==> src/design/multicore_job_scheduler_defines.svh <==
// ----------------------------------------------------------------------------
// Multicore job scheduler assertion macros
// Shared concurrent assertion forms, clocked on clk and disabled in reset.
// ----------------------------------------------------------------------------
`ifndef MULTICORE_JOB_SCHEDULER_DEFINES_SVH
`define MULTICORE_JOB_SCHEDULER_DEFINES_SVH

// plain invariant
`define MJS_ASSERT(lbl, prop, msg) \
  lbl: assert property (@(posedge clk) disable iff (!rst_n) (prop)) else $error(msg);

// same-cycle implication
`define MJS_ASSERT_IMP(lbl, ante, cons, msg) \
  lbl: assert property (@(posedge clk) disable iff (!rst_n) (ante) |-> (cons)) else $error(msg);

// next-cycle implication
`define MJS_ASSERT_NEXT(lbl, ante, cons, msg) \
  lbl: assert property (@(posedge clk) disable iff (!rst_n) (ante) |=> (cons)) else $error(msg);

`endif

==> src/design/mjs_pkg.sv <==
// ----------------------------------------------------------------------------
// mjs_pkg
// Types, codes and helpers shared by the job scheduler modules.
// ----------------------------------------------------------------------------
`default_nettype none

package mjs_pkg;

  localparam int MAX_CORES   = 8;
  localparam int QUEUE_DEPTH = 64;
  localparam int CORE_W      = 3;
  localparam int QA_W        = $clog2(QUEUE_DEPTH);
  localparam int CNT_W       = $clog2(QUEUE_DEPTH + 1);
  localparam int NCORE_W     = $clog2(MAX_CORES + 1);

  localparam logic [1:0] CMD_NEW    = 2'd0;
  localparam logic [1:0] CMD_FINISH = 2'd1;
  localparam logic [1:0] CMD_EXPIRE = 2'd2;

  localparam logic [2:0] SCH_FCFS = 3'd0;
  localparam logic [2:0] SCH_SJF  = 3'd1;
  localparam logic [2:0] SCH_PSJF = 3'd2;
  localparam logic [2:0] SCH_PRI  = 3'd3;
  localparam logic [2:0] SCH_PPRI = 3'd4;
  localparam logic [2:0] SCH_RR   = 3'd5;

  localparam logic REG_CORE_COUNT = 1'b0;
  localparam logic REG_SCHEME     = 1'b1;

  typedef struct packed {
    logic [15:0] job;
    logic [15:0] arr;
    logic [15:0] rem;
    logic [7:0]  pri;
  } entry_t;

  typedef enum logic [3:0] {
    ST_IDLE, ST_DECODE, ST_PRE_SCAN, ST_SCAN_RD, ST_SCAN_CMP, ST_SCAN_END,
    ST_SHUP_RD, ST_SHUP_WR, ST_INS_WR, ST_HEAD_RD, ST_HEAD_TAKE,
    ST_SHDN_RD, ST_SHDN_WR, ST_PUT_WR, ST_DONE
  } state_t;

  typedef enum logic [1:0] {M_NEW, M_VICTIM, M_EXPIRE, M_FINISH} mode_t;

  // remaining run time after running since dispatch, floored at zero
  function automatic logic [15:0] rem_now(input logic [15:0] rem,
                                          input logic [15:0] dt,
                                          input logic [15:0] t);
    logic [15:0] el;
    el = t - dt;
    return (el >= rem) ? 16'd0 : rem - el;
  endfunction

endpackage

`default_nettype wire

==> src/design/mjs_rank.sv <==
// ----------------------------------------------------------------------------
// mjs_rank
// Shared ordering compare: is entry a strictly ahead of entry b.
// ----------------------------------------------------------------------------
`default_nettype none

module mjs_rank (
  input  wire logic [2:0]      scheme,
  input  wire mjs_pkg::entry_t a,
  input  wire mjs_pkg::entry_t b,
  output logic                 ahead
);

  always_comb begin
    unique case (scheme)
      mjs_pkg::SCH_SJF, mjs_pkg::SCH_PSJF: ahead = a.rem < b.rem;
      mjs_pkg::SCH_PRI, mjs_pkg::SCH_PPRI:
        ahead = (a.pri < b.pri) || ((a.pri == b.pri) && (a.arr < b.arr));
      mjs_pkg::SCH_RR: ahead = 1'b0;
      default:         ahead = a.arr < b.arr;
    endcase
  end

endmodule

`default_nettype wire

==> config.mk <==
export PLATFORM = sky130hd
export DESIGN_NAME = mjs_rank
export DESIGN_NICKNAME = d
export VERILOG_FILES = /design/src/design/multicore_job_scheduler_defines.svh /design/src/design/mjs_pkg.sv /design/src/design/mjs_rank.sv
export SDC_FILE = /design/constraint.sdc
export NUM_CORES = 1
export LEC_CHECK = 0
export BUFFER_PORTS_ARGS = -buffer_cell sky130_fd_sc_hd__buf_2
export CORE_ASPECT_RATIO = 1.75
export CORE_UTILIZATION = 33
export DETAILED_ROUTE_END_ITERATION = 7
export PLACE_DENSITY = 0.79
export SETUP_SLACK_MARGIN = 0.05
export SLEW_MARGIN = 0
export SYNTH_ARGS = -nofsm -noshare
export SYNTH_HDL_FRONTEND = slang
export SYNTH_SLANG_ARGS = --single-unit
==> constraint.sdc <==
create_clock -name vclk -period 1.8
set_clock_uncertainty 0.2 [all_clocks]
set_input_delay 0.27 -clock vclk [all_inputs]
set_output_delay 0.27 -clock vclk [all_outputs]
set_load 0.02 [all_outputs]
* After elaboration in Yosys (flattened, before gate mapping) *
Cells that the tools add are included.

word-level totals
  register bits = 0
  input bits = 115
  logic and storage cells = 14

operators by class
  eq/ne operators = 6
  mux-type cells = 1
  order comparisons = 3
  reductions and logical operators = 4

operators with widths
  kind                count
  $lt 16x16->1        2
  $eq 8x8->1          1
  $lt 8x8->1          1
  $eq 3x2->1 const B  2
  $eq 3x3->1 const B  2
  $reduce_or 2->1     2
  $eq 3x1->1 const B  1
  $pmux 1 s3          1
  $logic_and 1x1->1   1
  $logic_or 1x1->1    1

* Logic depth before layout (Yosys ltp) *
  depth after elaboration = 4
  gate-level depth with buffers = 7

* Worst setup path after synthesis *
OpenSTA, ideal clock, no wires.

  path type = in2out
  from = in b[21] in the netlist's numbering
  to = out ahead
  path slack = -0.209 ns
  buffers on the path = 0
  cell stages on the path = 7
  arrival = 1.539 ns
  cells stage by stage = inv_1 > ha_1 > nand4_4 > nor3_4 > a2111oi_2 > o211ai_1 > o221ai_2

between the ends
  word-level cells in the longest chain between the ends = 2

RTL lines
  element             line            RTL
  start: declaration  mjs_rank.sv:10  input wire mjs_pkg::entry_t b,
  $lt 16x16->1        mjs_rank.sv:16  mjs_pkg::SCH_SJF, mjs_pkg::SCH_PSJF: ahead = a.rem < b.rem;
  $pmux 1 s3          mjs_rank.sv:15  unique case (scheme)
  end: declaration    mjs_rank.sv:11  output logic ahead

No other way between the ends.

* Final worst setup path *
  from = in a[2] in the netlist's numbering
  to = out ahead

between the ends
  word-level cells in the longest chain between the ends = 4
  elaborated cells between the ends (all ways) = 5
  those cells by class = 1 x order compare; 1 x eq/ne; 1 x mux; 2 x reduce/logical

RTL lines
  element                                             line            RTL
  start: declaration                                  mjs_rank.sv:9   input wire mjs_pkg::entry_t a,
  branches (longest 2 deep; another with $lt 8x8->1)  --
  $logic_or 1x1->1 *                                  mjs_rank.sv:18  ahead = (a.pri < b.pri) || ((a.pri == b.pri) && (a.arr < b.arr));
  $pmux 1 s3 *                                        mjs_rank.sv:15

Every way passes the cells marked *.

==> run_results.csv <==
group,metric,value,unit
sta,period_share,1.21,
yosys,synth_compound_area_frac,0.207,
global_route,grt_antenna_before_repair,0,
critical_path,critPathMaxFanout,2,
finish,num-clock-buffers,0,
place,gp_congestion,0.785,
power,ir_drop,0.0972,mV
yosys,synthXorXnorAreaFrac,0.00829,
drt,route.antenna.remaining_nets,0,
power,power,0.408,mW
sta,finalSetupViolations,1,
floorplanning,start_util,0.353,
hold_path,hold_class,"in2out",
hold_path,hp-start,"a[7]",
drt,routedWlPerCell,10.2,µm
yosys,synth_top_family_by_area,"adder cells",
global_route,grt_pass1_wl,4560,µm
floorplanning,core,2990,µm²
finish,drive_above_1_share,0.573,
floorplanning,fp.dieH,76.8,µm
sta,worst_pin_slew,0.278,ns
global_route,grt_overflow_total,0,
critical_path,cp_slowest_stage_delay,0.27,ns
drt,dr.pass1.iters,4,
drt,vias,1309,
critical_path,critPathKind,"in2out",
yosys,synth_nets,293,
critical_path,critPathSlowestCell,"a222oi_1",
sta,timing.final.max_slew_violations,0,
yosys,yosys_warnings,0,
sta,final.min_clock_period,2.17,ns
finish,seq_cell_count,0,
place,dpl.hpwl,2670,µm
floorplanning,die_w,44.8,µm
power,p_leak,1.02,nW
yosys,syn_area_per_cell,7.54,µm²
run,maxCapViolCount,0,
yosys,synth-seq-area-share,0,
sta,finalHoldViolCount,0,
power,p_per_area,214,nW/µm²
yosys,synth_simple_gate_area_frac,0.195,
clock_tree,cts_hold_buffers,0,
drt,drc,0,
outcome,status,"finished with violations",
sta,hold_ws,0.879,ns
finish,regArea,0,µm²
critical_path,worst_ep_required_time,1.33,ns
yosys,yosysUniqueCellTypes,32,
critical_path,critPathLaunchType,"input pin",
yosys,syn_area,1060,µm²
drt,drt_iter0_markers,11,
yosys,synth-adder-area-share,0.450,
global_route,grt_use_total,0.166,
outcome,violations,"setup timing",
global_route,first_global_vias,1335,
floorplanning,rows,26,
critical_path,end_kind,"output pin",
global_route,grt_max_degree,5,
finish,syn2layout_area_growth,80.3,%
finish,fill_cells,265,
yosys,muxShareOfSynthArea,0,
sta,grt_setup_unrepaired,"yes",
drt,postRouteWirelength,2820,µm
floorplanning,io_pins,116,
yosys,synthCells,140,
finish,num-nets-final,389,
critical_path,arrival,1.70,ns
sta,fmax,460,MHz
floorplanning,die-area,3440,µm²
sta,relSlewSlack,0.814,
place,port_buffers,84,
critical_path,path_cells,"buf_2 -> ha_4 -> nand4_1 -> or2_0 -> a222oi_1 -> o2111ai_1 -> o221ai_2 -> buf_4",
finish,antenna_cells,0,
sta,setup_ws,-0.372,ns
drt,vias_per_cell,4.74,
critical_path,critPathLaunch,"a[2]",
==> synthesized netlist by cell type (2+ instances only) <==
library cell,count,area (µm²)
o21ai_0,5,25.0
nand4_1,5,31.3
a2111oi_2,2,30.0
nand2_1,5,18.8
o2111ai_1,2,17.5
nand3_1,2,10.0
o211ai_1,2,15.0
a21oi_1,12,60.1
nor2b_1,4,25.0
inv_1,39,146
ha_1,38,475
nor2_1,4,15.0
==> report_power, final <==
group          switching [mW]  total, mW  internal, mW
registers                   0          0             0
clock network               0          0             0
logic                   0.178      0.408         0.230
total                   0.178      0.408         0.230
==> layout by cell type (no fill, tap or decap), types with 4 or more instances in the layout <==
| master | synthesis | routed |
|---|---|---|
| a21oi_1 | 12 | 12 |
| inv_2 | 0 | 9 |
| buf_6 | 0 | 8 |
| nand2_1 | 5 | 4 |
| ha_4 | 0 | 16 |
| ha_1 | 38 | 22 |
| nor2_1 | 4 | 4 |
| nor2b_1 | 4 | 4 |
| buf_4 | 0 | 11 |
| o21ai_0 | 5 | 4 |
| buf_2 | 0 | 74 |
| nand4_1 | 5 | 5 |
| inv_1 | 39 | 26 |
==> final timing paths <==
check	to	slack, ns	cells after the start
worst min-delay path	ahead	0.88	6
worst max-delay path	ahead	-0.37	8
==> layer usage <==
layer | up-vias | GRT usage | part of all wire
met3 | 4 | 0.0118 | 0.071
met5 | - | 0 | 0
li1 | 684 | - | -
met4 | 0 | 0.0182 | 0.0099
met1 | 563 | 0.124 | 0.31
met2 | 58 | 0.390 | 0.60
==> kinds of logic (layout without fill, tap and decap cells) <==
logic type / after synthesis / count (layout)
XOR/XNOR: 1 / 1
adder cells (fa/ha/maj): 38 / 38
AND/OR/NAND/NOR: 31 / 31
buffers and inverters: 39 / 133
AO/OA/AOI/OAI: 31 / 31
==> worst max-delay path, delay by kind of cell <==
family	cells	cell delay (ns)
compound gates	3	0.54
buf+inv	2	0.29
simple gates	2	0.34
fa+ha+maj	1	0.26
==> cell type report <==
cell class | count | area, µm² | share of cell area
Multi-Input combinational cell | 101 | 1120 | 0.591
Timing Repair Buffer | 94 | 558 | 0.293
Inverter | 39 | 169 | 0.0887
Tap cell | 42 | 52.6 | 0.0276
==> through the flow <==
step           cells  setup WS, ns   util  instance area [µm²]  TNS, ns
2_1_floorplan    140       -0.0715      -                 1280  -0.0715
3_3_place_gp     275        -0.431  0.609                 1820   -0.431
3_5_place_dp     275        -0.483  0.609                 1820   -0.483
4_1_cts          275        -0.427  0.626                 1870   -0.427
5_1_grt          276        -0.433  0.636                 1900   -0.433
6_report         276        -0.372  0.636                 1900   -0.372
==> timing repair <==
| item | 4_1_cts | 5_1_grt |
|---|---|---|
| endpoints found under the setup margin | 1 | 1 |
| pin swaps | 5 | 7 |
| buffers inserted | 0 | 1 |
| gates resized for setup | 11 | 5 |
Note: power is estimated with default switching activity, not from simulation.
